$ cat src/rtl/bud_pkg.sv
`timescale 1ns / 1ps

package bud_pkg;

    localparam logic OP_ALLOC = 1'b0;
    localparam logic OP_FREE  = 1'b1;

    localparam logic [1:0] ST_OK       = 2'd0;
    localparam logic [1:0] ST_NO_SPACE = 2'd1;
    localparam logic [1:0] ST_BAD_FREE = 2'd2;

    typedef struct packed {
        logic        opcode;
        logic [13:0] request_size;
        logic [13:0] free_address;
    } t_in_item;

    typedef struct packed {
        logic [1:0]  status;
        logic [13:0] address;
        logic [3:0]  granted_order;
    } t_out_item;

    typedef enum logic [3:0] {
        S_CLR,
        S_IDLE,
        S_DEC,
        S_A_SCAN,
        S_A_CHK,
        S_A_CLR,
        S_S_RD,
        S_S_WR,
        S_A_FIN,
        S_F_CHK,
        S_M_RD,
        S_M_CHK,
        S_M_SWR,
        S_DONE
    } t_state;

    typedef enum logic [1:0] {
        BO_FREE_SLOT,
        BO_SPLIT,
        BO_ALLOC,
        BO_MERGE
    } t_bo_sel;

    typedef enum logic [1:0] {
        RES_OK_ALLOC,
        RES_OK_FREE,
        RES_NO_SPACE,
        RES_BAD_FREE
    } t_res_sel;

    typedef struct packed {
        logic     capture;
        logic     clr_wr;
        logic     dec_alloc;
        logic     free_ld;
        logic     bo_rd;
        logic     fm_rd;
        logic     fm_scan;
        logic     scan_next;
        logic     found;
        logic     fm_wr;
        logic     fm_wval;
        logic     fm_flip;
        logic     descend;
        logic     ascend;
        logic     bo_wr;
        t_bo_sel  bo_sel;
        logic     res_ld;
        t_res_sel res_sel;
        logic     out_ld;
    } t_cmd;

    typedef struct packed {
        logic is_alloc;
        logic want_ok;
        logic pre_ok;
        logic bo_alloc;
        logic scan_hit;
        logic scan_last;
        logic ord_top;
        logic ord_eq_want;
        logic sib_free;
        logic clr_last;
        logic out_free;
    } t_stat;

endpackage

$ cat src/rtl/buddy_allocator.sv
`timescale 1ns / 1ps
// Binary buddy allocator. Requests arrive on the input channel (i_in_valid,
// o_in_stall, i_in_data) and each gives exactly one result item on the output
// channel (o_out_valid, i_out_stall, o_out_data). An allocate returns the block
// offset plus one and its order; a free returns the order of the merged block.
// Items are handled one at a time and the free map is held as 32-bit words.
// An allocate scans the free map word by word from the wanted order up until
// a free block turns up (one word for each order o of NUM_ORDERS-6 or above,
// 2^(NUM_ORDERS-6-o) words below), then splits that block down to the wanted
// order; a free that passes its checks merges with its free buddy at each
// level upward. The next item can be accepted in the cycle after a result has
// been loaded.
// After reset the block runs a clearing pass over its memories, during which
// o_in_stall stays high.
// A finished result sits in an output register. While it waits, the next item
// is accepted and worked on, but its result holds in the block, and no further
// item is accepted, until the receiver lowers i_out_stall.
module buddy_allocator #(
    parameter int NUM_ORDERS    = 10,
    parameter int MIN_BLOCK_LOG = 5
) (
    input  logic              i_clk,
    input  logic              i_rst_n,
    input  logic              i_in_valid,
    output logic              o_in_stall,
    input  bud_pkg::t_in_item  i_in_data,
    output logic              o_out_valid,
    input  logic              i_out_stall,
    output bud_pkg::t_out_item o_out_data
);
    import bud_pkg::*;

    t_cmd  cmd;
    t_stat stat;

    bud_ctrl u_ctrl (
        .i_clk      (i_clk),
        .i_rst_n    (i_rst_n),
        .i_in_valid (i_in_valid),
        .i_stat     (stat),
        .o_cmd      (cmd),
        .o_in_stall (o_in_stall)
    );

    bud_dp #(
        .NUM_ORDERS    (NUM_ORDERS),
        .MIN_BLOCK_LOG (MIN_BLOCK_LOG)
    ) u_dp (
        .i_clk       (i_clk),
        .i_rst_n     (i_rst_n),
        .i_in_data   (i_in_data),
        .i_cmd       (cmd),
        .o_stat      (stat),
        .i_out_stall (i_out_stall),
        .o_out_valid (o_out_valid),
        .o_out_data  (o_out_data)
    );

    a_busy_after_accept: assert property (@(posedge i_clk) disable iff (!i_rst_n)
        (i_in_valid && !o_in_stall) |=> o_in_stall)
        else $error("input accepted while a request was still in progress");

    a_status_code: assert property (@(posedge i_clk) disable iff (!i_rst_n)
        o_out_valid |-> (o_out_data.status == ST_OK || o_out_data.status == ST_NO_SPACE
                         || o_out_data.status == ST_BAD_FREE))
        else $error("undefined status code on output item");

    a_error_zero: assert property (@(posedge i_clk) disable iff (!i_rst_n)
        (o_out_valid && o_out_data.status != ST_OK)
        |-> (o_out_data.address == 14'd0 && o_out_data.granted_order == 4'd0))
        else $error("failed request carries an address or order");

    a_no_result_idle: assert property (@(posedge i_clk) disable iff (!i_rst_n)
        ($rose(o_out_valid)) |-> $past(o_in_stall))
        else $error("result produced without a request in progress");

endmodule

$ cat src/rtl/bud_ctrl.sv
`timescale 1ns / 1ps

module bud_ctrl (
    input  logic          i_clk,
    input  logic          i_rst_n,
    input  logic          i_in_valid,
    input  bud_pkg::t_stat i_stat,
    output bud_pkg::t_cmd  o_cmd,
    output logic          o_in_stall
);
    import bud_pkg::*;

    t_state r_state;
    t_state n_state;

    always_ff @(posedge i_clk) begin
        if (!i_rst_n) begin
            r_state <= S_CLR;
        end else begin
            r_state <= n_state;
        end
    end

    always_comb begin
        n_state = r_state;
        case (r_state)
            S_CLR:    if (i_stat.clr_last) n_state = S_IDLE;
            S_IDLE:   if (i_in_valid) n_state = S_DEC;
            S_DEC: begin
                if (i_stat.is_alloc) begin
                    n_state = i_stat.want_ok ? S_A_SCAN : S_DONE;
                end else begin
                    n_state = i_stat.pre_ok ? S_F_CHK : S_DONE;
                end
            end
            S_A_SCAN: n_state = S_A_CHK;
            S_A_CHK: begin
                if (i_stat.scan_hit) begin
                    n_state = S_A_CLR;
                end else if (i_stat.scan_last && i_stat.ord_top) begin
                    n_state = S_DONE;
                end else begin
                    n_state = S_A_SCAN;
                end
            end
            S_A_CLR:  n_state = i_stat.ord_eq_want ? S_A_FIN : S_S_RD;
            S_S_RD:   n_state = S_S_WR;
            S_S_WR:   n_state = i_stat.ord_eq_want ? S_A_FIN : S_S_RD;
            S_A_FIN:  n_state = S_DONE;
            S_F_CHK:  n_state = i_stat.bo_alloc ? S_M_RD : S_DONE;
            S_M_RD:   n_state = S_M_CHK;
            S_M_CHK:  n_state = (!i_stat.ord_top && i_stat.sib_free) ? S_M_RD : S_M_SWR;
            S_M_SWR:  n_state = S_DONE;
            S_DONE:   if (i_stat.out_free) n_state = S_IDLE;
            default:  n_state = S_CLR;
        endcase
    end

    always_comb begin
        o_cmd      = '0;
        o_in_stall = (r_state != S_IDLE);
        case (r_state)
            S_CLR:  o_cmd.clr_wr = 1'b1;
            S_IDLE: o_cmd.capture = i_in_valid;
            S_DEC: begin
                if (i_stat.is_alloc) begin
                    if (i_stat.want_ok) begin
                        o_cmd.dec_alloc = 1'b1;
                    end else begin
                        o_cmd.res_ld  = 1'b1;
                        o_cmd.res_sel = RES_NO_SPACE;
                    end
                end else begin
                    if (i_stat.pre_ok) begin
                        o_cmd.bo_rd = 1'b1;
                    end else begin
                        o_cmd.res_ld  = 1'b1;
                        o_cmd.res_sel = RES_BAD_FREE;
                    end
                end
            end
            S_A_SCAN: begin
                o_cmd.fm_rd   = 1'b1;
                o_cmd.fm_scan = 1'b1;
            end
            S_A_CHK: begin
                if (i_stat.scan_hit) begin
                    o_cmd.found = 1'b1;
                end else if (i_stat.scan_last && i_stat.ord_top) begin
                    o_cmd.res_ld  = 1'b1;
                    o_cmd.res_sel = RES_NO_SPACE;
                end else begin
                    o_cmd.scan_next = 1'b1;
                end
            end
            S_A_CLR: begin
                o_cmd.fm_wr   = 1'b1;
                o_cmd.descend = !i_stat.ord_eq_want;
            end
            S_S_RD: o_cmd.fm_rd = 1'b1;
            S_S_WR: begin
                // The upper half of each split becomes a free block.
                o_cmd.fm_wr   = 1'b1;
                o_cmd.fm_wval = 1'b1;
                o_cmd.fm_flip = 1'b1;
                o_cmd.bo_wr   = 1'b1;
                o_cmd.bo_sel  = BO_SPLIT;
                o_cmd.descend = !i_stat.ord_eq_want;
            end
            S_A_FIN: begin
                o_cmd.bo_wr   = 1'b1;
                o_cmd.bo_sel  = BO_ALLOC;
                o_cmd.res_ld  = 1'b1;
                o_cmd.res_sel = RES_OK_ALLOC;
            end
            S_F_CHK: begin
                if (i_stat.bo_alloc) begin
                    o_cmd.free_ld = 1'b1;
                    o_cmd.bo_wr   = 1'b1;
                    o_cmd.bo_sel  = BO_FREE_SLOT;
                end else begin
                    o_cmd.res_ld  = 1'b1;
                    o_cmd.res_sel = RES_BAD_FREE;
                end
            end
            S_M_RD: o_cmd.fm_rd = 1'b1;
            S_M_CHK: begin
                if (!i_stat.ord_top && i_stat.sib_free) begin
                    o_cmd.fm_wr   = 1'b1;
                    o_cmd.fm_flip = 1'b1;
                    o_cmd.ascend  = 1'b1;
                end
            end
            S_M_SWR: begin
                o_cmd.fm_wr   = 1'b1;
                o_cmd.fm_wval = 1'b1;
                o_cmd.bo_wr   = 1'b1;
                o_cmd.bo_sel  = BO_MERGE;
                o_cmd.res_ld  = 1'b1;
                o_cmd.res_sel = RES_OK_FREE;
            end
            S_DONE: o_cmd.out_ld = i_stat.out_free;
            default: o_cmd = '0;
        endcase
    end

endmodule

$ cat src/rtl/bud_dp.sv
`timescale 1ns / 1ps

module bud_dp #(
    parameter int NUM_ORDERS    = 10,
    parameter int MIN_BLOCK_LOG = 5
) (
    input  logic              i_clk,
    input  logic              i_rst_n,
    input  bud_pkg::t_in_item  i_in_data,
    input  bud_pkg::t_cmd      i_cmd,
    output bud_pkg::t_stat     o_stat,
    input  logic              i_out_stall,
    output logic              o_out_valid,
    output bud_pkg::t_out_item o_out_data
);
    import bud_pkg::*;

    localparam int TOP      = NUM_ORDERS - 1;
    localparam int SLOTS    = 1 << TOP;
    localparam int SLOT_W   = TOP;
    localparam int ORD_W    = $clog2(NUM_ORDERS);
    localparam int BO_W     = ORD_W + 1;
    localparam int HEAP_W   = NUM_ORDERS;
    localparam int FW_LOG   = (NUM_ORDERS >= 5) ? 5 : NUM_ORDERS;
    localparam int FW       = 1 << FW_LOG;
    localparam int FMA_W    = (NUM_ORDERS > FW_LOG) ? NUM_ORDERS - FW_LOG : 1;
    localparam int FM_WORDS = 1 << (NUM_ORDERS - FW_LOG);

    // Heap numbering: the block at position p of order o is node 2^(TOP-o) + p.
    function automatic logic [HEAP_W-1:0] f_onehot(input logic [ORD_W-1:0] ord);
        return HEAP_W'(1) << (TOP - int'(ord));
    endfunction

    logic [FW-1:0]     fm_mem [FM_WORDS];
    logic [BO_W-1:0]   bo_mem [SLOTS];

    logic              r_op;
    logic [13:0]       r_size;
    logic [13:0]       r_faddr;
    logic [ORD_W-1:0]  r_ord;
    logic [ORD_W-1:0]  r_want;
    logic [SLOT_W-1:0] r_pos;
    logic [FMA_W-1:0]  r_widx;
    logic [SLOT_W-1:0] r_slot;
    logic [FW-1:0]     r_word;
    logic [BO_W-1:0]   r_bo;
    logic [SLOT_W-1:0] r_clr;
    t_out_item         r_res;
    t_out_item         r_out;
    logic              r_ovalid;

    logic              want_ok;
    logic [ORD_W-1:0]  want_c;
    logic [13:0]       off;
    logic [31:0]       off_sh;
    logic              pre_ok;
    logic [SLOT_W-1:0] slot_c;
    logic [HEAP_W-1:0] onehot;
    logic [HEAP_W-1:0] onehot_nx;
    logic [HEAP_W-1:0] onehot_want;
    logic [HEAP_W-1:0] hn;
    logic [HEAP_W-1:0] hn_sh;
    logic [HEAP_W-1:0] hl;
    logic [HEAP_W-1:0] hl_sh;
    logic [HEAP_W-1:0] hs_nx;
    logic [HEAP_W-1:0] hs_want;
    logic [HEAP_W-1:0] hb;
    logic [HEAP_W-1:0] hf;
    logic [FW-1:0]     masked;
    logic [FW_LOG-1:0] ffs;
    logic [FW_LOG-1:0] bidx;
    logic [FW_LOG-1:0] sidx;
    logic [ORD_W-1:0]  ord_b;
    logic [SLOT_W-1:0] slot_node;
    logic [SLOT_W-1:0] slot_split;
    logic [31:0]       a32;
    logic [31:0]       a1;
    logic              fm_we;
    logic [FMA_W-1:0]  fm_wa;
    logic [FW-1:0]     fm_wd;
    logic [FMA_W-1:0]  fm_ra;
    logic              bo_we;
    logic [SLOT_W-1:0] bo_wa;
    logic [BO_W-1:0]   bo_wd;

    always_comb begin
        want_ok = 1'b0;
        want_c  = '0;
        for (int w = 0; w < NUM_ORDERS; w++) begin
            if (!want_ok && ((32'(r_size) >> (MIN_BLOCK_LOG + w)) == 32'd0)) begin
                want_ok = 1'b1;
                want_c  = ORD_W'(w);
            end
        end
    end

    assign off    = r_faddr - 14'd1;
    assign off_sh = 32'(off) >> MIN_BLOCK_LOG;
    assign pre_ok = (r_faddr != 14'd0) && (off[MIN_BLOCK_LOG-1:0] == '0)
                    && (off_sh < 32'(SLOTS));
    assign slot_c = off_sh[SLOT_W-1:0];

    assign onehot      = f_onehot(r_ord);
    assign onehot_nx   = f_onehot(r_ord + ORD_W'(1));
    assign onehot_want = f_onehot(want_c);
    assign hn          = onehot | HEAP_W'(r_pos);
    assign hn_sh       = hn >> FW_LOG;
    assign hl          = (onehot << 1) - HEAP_W'(1);
    assign hl_sh       = hl >> FW_LOG;
    assign hs_nx       = onehot_nx >> FW_LOG;
    assign hs_want     = onehot_want >> FW_LOG;
    assign bidx        = hn[FW_LOG-1:0] ^ {{(FW_LOG-1){1'b0}}, i_cmd.fm_flip};
    assign sidx        = hn[FW_LOG-1:0] ^ {{(FW_LOG-1){1'b0}}, 1'b1};

    // Only the nodes of the order being scanned count in the word.
    always_comb begin
        hb     = '0;
        masked = '0;
        for (int b = 0; b < FW; b++) begin
            hb        = (HEAP_W'(r_widx) << FW_LOG) | HEAP_W'(b);
            masked[b] = r_word[b] && ((hb >> (TOP - int'(r_ord))) == HEAP_W'(1));
        end
    end

    always_comb begin
        ffs = '0;
        for (int b = FW - 1; b >= 0; b--) begin
            if (masked[b]) ffs = FW_LOG'(b);
        end
    end

    assign hf         = (HEAP_W'(r_widx) << FW_LOG) | HEAP_W'(ffs);
    assign ord_b      = (r_bo[ORD_W-1:0] > ORD_W'(TOP)) ? ORD_W'(TOP) : r_bo[ORD_W-1:0];
    assign slot_node  = r_pos << r_ord;
    assign slot_split = (r_pos | SLOT_W'(1)) << r_ord;
    assign a32        = 32'(slot_node) << MIN_BLOCK_LOG;
    assign a1         = a32 + 32'd1;

    always_comb begin
        fm_we = 1'b0;
        fm_wa = hn_sh[FMA_W-1:0];
        fm_wd = r_word;
        if (i_cmd.clr_wr) begin
            fm_we = (32'(r_clr) < 32'(FM_WORDS));
            fm_wa = r_clr[FMA_W-1:0];
            fm_wd = (r_clr == '0) ? FW'(2) : '0;
        end else if (i_cmd.fm_wr) begin
            fm_we       = 1'b1;
            fm_wd[bidx] = i_cmd.fm_wval;
        end
    end

    assign fm_ra = i_cmd.fm_scan ? r_widx : hn_sh[FMA_W-1:0];

    always_comb begin
        bo_we = 1'b0;
        bo_wa = slot_node;
        bo_wd = {1'b0, r_ord};
        if (i_cmd.clr_wr) begin
            bo_we = 1'b1;
            bo_wa = r_clr;
            bo_wd = (r_clr == '0) ? {1'b0, ORD_W'(TOP)} : '0;
        end else if (i_cmd.bo_wr) begin
            bo_we = 1'b1;
            case (i_cmd.bo_sel)
                BO_FREE_SLOT: begin
                    bo_wa = r_slot;
                    bo_wd = {1'b0, ord_b};
                end
                BO_SPLIT: bo_wa = slot_split;
                BO_ALLOC: bo_wd = {1'b1, r_ord};
                BO_MERGE: bo_wd = {1'b0, r_ord};
                default:  bo_we = 1'b0;
            endcase
        end
    end

    always_ff @(posedge i_clk) begin
        if (fm_we) fm_mem[fm_wa] <= fm_wd;
        if (i_cmd.fm_rd) r_word <= fm_mem[fm_ra];
    end

    always_ff @(posedge i_clk) begin
        if (bo_we) bo_mem[bo_wa] <= bo_wd;
        if (i_cmd.bo_rd) r_bo <= bo_mem[slot_c];
    end

    always_ff @(posedge i_clk) begin
        if (i_cmd.capture) begin
            r_op    <= i_in_data.opcode;
            r_size  <= i_in_data.request_size;
            r_faddr <= i_in_data.free_address;
        end
        if (i_cmd.bo_rd) r_slot <= slot_c;
        if (i_cmd.dec_alloc) begin
            r_ord  <= want_c;
            r_want <= want_c;
            r_widx <= hs_want[FMA_W-1:0];
        end else if (i_cmd.scan_next) begin
            if (r_widx == hl_sh[FMA_W-1:0]) begin
                r_ord  <= r_ord + ORD_W'(1);
                r_widx <= hs_nx[FMA_W-1:0];
            end else begin
                r_widx <= r_widx + FMA_W'(1);
            end
        end else if (i_cmd.found) begin
            r_pos <= SLOT_W'(hf ^ onehot);
        end else if (i_cmd.free_ld) begin
            r_ord <= ord_b;
            r_pos <= r_slot >> ord_b;
        end else if (i_cmd.descend) begin
            r_ord <= r_ord - ORD_W'(1);
            r_pos <= r_pos << 1;
        end else if (i_cmd.ascend) begin
            r_ord <= r_ord + ORD_W'(1);
            r_pos <= r_pos >> 1;
        end
        if (i_cmd.res_ld) begin
            case (i_cmd.res_sel)
                RES_OK_ALLOC: r_res <= '{ST_OK, a1[13:0], 4'(r_ord)};
                RES_OK_FREE:  r_res <= '{ST_OK, 14'd0, 4'(r_ord)};
                RES_NO_SPACE: r_res <= '{ST_NO_SPACE, 14'd0, 4'd0};
                RES_BAD_FREE: r_res <= '{ST_BAD_FREE, 14'd0, 4'd0};
                default:      r_res <= '{ST_BAD_FREE, 14'd0, 4'd0};
            endcase
        end
        if (i_cmd.out_ld) r_out <= r_res;
    end

    always_ff @(posedge i_clk) begin
        if (!i_rst_n) begin
            r_clr    <= '0;
            r_ovalid <= 1'b0;
        end else begin
            if (i_cmd.clr_wr) r_clr <= r_clr + SLOT_W'(1);
            if (i_cmd.out_ld) begin
                r_ovalid <= 1'b1;
            end else if (!i_out_stall) begin
                r_ovalid <= 1'b0;
            end
        end
    end

    always_comb begin
        o_stat             = '0;
        o_stat.is_alloc    = (r_op == OP_ALLOC);
        o_stat.want_ok     = want_ok;
        o_stat.pre_ok      = pre_ok;
        o_stat.bo_alloc    = r_bo[ORD_W];
        o_stat.scan_hit    = |masked;
        o_stat.scan_last   = (r_widx == hl_sh[FMA_W-1:0]);
        o_stat.ord_top     = (r_ord == ORD_W'(TOP));
        o_stat.ord_eq_want = (r_ord == r_want);
        o_stat.sib_free    = r_word[sidx];
        o_stat.clr_last    = &r_clr;
        o_stat.out_free    = !r_ovalid || !i_out_stall;
    end

    assign o_out_valid = r_ovalid;
    assign o_out_data  = r_out;

endmodule

$ cat config.mk
export PLATFORM = sky130hd
export DESIGN_NAME = buddy_allocator
export DESIGN_NICKNAME = d
export VERILOG_FILES = /design/src/rtl/bud_pkg.sv /design/src/rtl/buddy_allocator.sv /design/src/rtl/bud_ctrl.sv /design/src/rtl/bud_dp.sv
export SDC_FILE = /design/constraint.sdc
export NUM_CORES = 2
export LEC_CHECK = 0
export BUFFER_PORTS_ARGS = -buffer_cell sky130_fd_sc_hd__buf_4
export CELL_PAD_IN_SITES_DETAIL_PLACEMENT = 1
export CELL_PAD_IN_SITES_GLOBAL_PLACEMENT = 1
export CORE_ASPECT_RATIO = 1.5
export CORE_MARGIN = 1.5
export CORE_UTILIZATION = 35
export CTS_CLUSTER_SIZE = 24
export DETAILED_ROUTE_END_ITERATION = 10
export MAX_ROUTING_LAYER = met4
export PLACE_DENSITY = 0.54
export SLEW_MARGIN = 20
export SYNTH_ARGS = -nofsm -noshare
export SYNTH_HDL_FRONTEND = slang
export SYNTH_SLANG_ARGS = --single-unit
$ cat constraint.sdc
create_clock -name i_clk -period 35 [get_ports i_clk]
set_input_delay 7 -clock i_clk [delete_from_list [all_inputs] [get_ports i_clk]]
set_output_delay 7 -clock i_clk [all_outputs]
set_load 0.05 [all_outputs]
==> summary.md <==
| Metric | Value |
|---|---|
| Run status | `complete, no violations` |
| CTS Buffer Depth | `4` |
| First-pass GRT wire length | `727000 um` |
| Clk_skew | `0.114 ns` |
| Static Leak | `0.0568 uW` |
| Global Route Usage Sum | `23.3%` |
| Area Growth Syn to Fin | `13.3%` |
| FF-to-FF path depth | `17` |
| Drt total wl | `508000 um` |
| CP peak stage delay | `0.82 ns` |
| CP Data Arrival Time | `2.55 ns` |
| R2r startpoint | `u_dp.r_ord[2]$_DFFE_PP_` |
| Worst vdd ir | `0.154 mV` |
| Top_reg_cell synth | `edfxtp_1` |
| Via Count | `94.3k` |
| Worst Hold Depth | `0` |
| Synth Warn # | `0` |
| Total CTS buffers | `376` |
| Share of cells above drive strength 1 | `11.9%` |
| Final Cell Area | `0.174 mm^2` |
| Die area | `0.442 mm^2` |
| Minimum clock period | `9.55 ns` |
| Slew HR | `17.6%` |
| Total global routing overflow | `0` |
| Min-Delay Endpoint | `u_dp.o_out_data[0]$_DFFE_PP_` |
| Nets@finish | `10.9k` |
| Clk sinks | `3722` |
| CP max FO | `19` |
| Die Y | `813 um` |
| Site Rows | `297` |
| Routability cong. | `0.866` |
| Clk_lat worst skew | `0.99 ns` |
| Flop2flop setup slack | `26.94 ns` |
| # fillers | `44.1k` |
| Setup bufs post-CTS | `0` |
| Crit Path Class | `reg2out` |
| Worst setup EP type | `output port` |
| Core ar. | `0.436 mm^2` |
| Post-DR vias/cell | `5.54` |
| DRC Markers | `0` |
| Drt pass-1 iters | `5` |
| Resize count post-CTS | `0` |
| Die Wd | `543 um` |
| CTS tree | `done` |
| Required @ worst endpoint | `28.00 ns` |
| Initial antenna violation count | `19` |
| Worst Hold Launch | `u_dp.r_res[0]$_DFFE_PP_` |
| Type of origin of the critical path | `flop` |
| Register area | `0.112 mm^2` |
| Slowest cell on the critical path | `dfxtp_1` |
| Most frequent cells in the layout | `3708 x edfxtp_1, 2272 x nand2_1, 734 x nand3_1` |
| Synth unique cells | `84` |
| Fin Setup TNS | `0 ns` |
| Worst path cell trace | `nor2_1 -> nand2_1 -> buf_4` |
| Final setup violation count | `0` |
| Pwr dens | `77.1 mW/mm^2` |
| Hpwl dp | `305000 um` |
| Post-synthesis register bit count | `3722` |
| Commonest non-fill, non-tap cell in the layout | `edfxtp_1` |
| EDFF count, synth | `3708` |
| Final hold vios | `0` |
| Worst R2R End | `u_dp.r_word[21]$_DFFE_PP_` |
| Max-capacitance violation count | `0` |
| Starting DRT DRC Count | `6773` |
| CP startpoint | `u_ctrl.r_state[1]$_SDFFE_PN0P_` |
| Clock root buffer | `clkbuf_16` |
| Synth Instances | `10.9k` |
| Htree depth | `5` |
| Routed wire per std cell | `29.9 um` |
| Multi-input gate area | `0.0392 mm^2` |
| Unrepaired setup endpoints after global routing | `no` |
| Tcrit/Tclk final | `27.3%` |
| Fmax achieved | `105 MHz` |
| Mapped Avg Cell Area | `14.1 um^2` |
| ANT nets after route | `0` |
| Area after DPL | `0.161 mm^2` |
| FFs w/ async S/R, synth | `0%` |
| # port buffers | `45` |
| Worst hold path class | `reg2reg` |
| Post-Syn Area | `0.153 mm^2` |
| Clock-pin slew on the worst setup and hold paths | `0.07 ns` |
| Register area share after synthesis | `72.8%` |
| Final slew viol count | `0` |
| Hold-fix buffers, CTS | `0` |
| I/O Pins | `55` |
| Starting density of the core | `35.2%` |
| Worst slew pin tran | `1.22 ns` |
| Largest net degree at the start of global routing | `183` |
| Vias in the first global route | `100k` |
==> cell usage after synthesis, types with 132 or more instances <==
library cell  instances  area [um^2]
a311oi_1            256         2240
nand2_1            2292         8600
mux2i_1             338         3380
and3_1              234         1460
edfxtp_1           3708       111000
buf_2               147          736
a21oi_1             147          736
nand3_1             734         3670
nor3_1              147          736
mux4_2              241         5430
clkbuf_1            516         1940
nor2_1              696         2610
a31oi_1             137          857
o21ai_0             132          661
==> layer usage <==
| metal | global-route usage, % | wire length (um) | vias to the layer above |
|---|---|---|---|
| met3 | 2.36 | 17400 | 824 |
| met4 | 9.44 | 22900 | 0 |
| met1 | 25.8 | 192000 | 49800 |
| met2 | 42.6 | 275000 | 2149 |
| li1 | - | - | 41500 |
| met5 | - | 0 | - |
==> cells by family after synthesis <==
group	count (synthesis)	synth area share (%)
AND/OR/NAND/NOR	4366	12.3
other	1	0.00245
flip-flops	3722	72.8
buffers and inverters	818	2.21
XOR/XNOR	30	0.171
AO/OA/AOI/OAI	1342	6.45
multiplexers	600	5.90
adder cells (fa/ha/maj)	13	0.106
==> worst max-delay path: cells and delay by family (launching register included) <==
kind                   cells  cell delay, ns
flip-flops                 1            0.82
buffers and inverters      1            0.22
AND/OR/NAND/NOR            2            0.52
==> state kept, by name (all words and copies together), names as in the netlist, 4 cells and up <==
name / count
u_dp.r_widx: 5
u_ctrl.r_state: 4
u_dp.o_out_data: 16
u_dp.r_slot: 9
u_dp.r_clr: 9
u_dp.bo_mem: 2560
u_dp.r_pos: 9
u_dp.r_faddr: 14
u_dp.r_size: 9
u_dp.r_want: 4
u_dp.r_ord: 4
u_dp.r_res: 16
u_dp.r_bo: 5
u_dp.fm_mem: 1024
u_dp.r_word: 32
==> power by group <==
group,internal [uW],leakage [uW],switching [uW]
logic,361,0.0165,2530
clock network,2390,0.00609,1770
registers,6290,0.0341,49.0
==> how the worst max path moves through the flow <==
| stage | end | slack, ns | cells past startpoint |
|---|---|---|---|
| after detailed placement | o_in_stall | 26.46 | 3 |
| after floorplan | u_dp.bo_mem[0][0]$_DFFE_PP_ | 9.50 | 7 |
| after global routing | o_in_stall | 25.26 | 3 |
| after CTS | o_in_stall | 25.36 | 3 |
| after global placement | o_in_stall | 26.51 | 3 |
| final | o_in_stall | 25.45 | 3 |
==> cell type report <==
| type | instances | area share (%) |
|---|---|---|
| antenna | 40 | 0.0576 |
| clock buffer | 450 | 5.71 |
| clock inverter | 240 | 1.51 |
| inverter | 42 | 0.107 |
| multi-input combinational | 6355 | 22.6 |
| sequential | 3722 | 64.3 |
| tap | 5830 | 4.20 |
| timing repair buffer | 335 | 1.56 |
==> metrics by stage <==
stage / cells / setup WS [ns] / util [%] / power (uW) / hold slack [ns]
2_1_floorplan: 10900 / 9.50 / - / 8710 / 0.400
3_3_place_gp: 16300 / 26.51 / 36.9 / 9230 / 0.410
3_5_place_dp: 16300 / 26.46 / 36.9 / 9380 / 0.406
4_1_cts: 17000 / 25.36 / 39.8 / 13500 / 0.421
5_1_grt: 17000 / 25.26 / 39.8 / 13800 / 0.432
6_report: 17000 / 25.45 / 39.8 / 13400 / 0.419
Power figures use the tool's default switching activity.
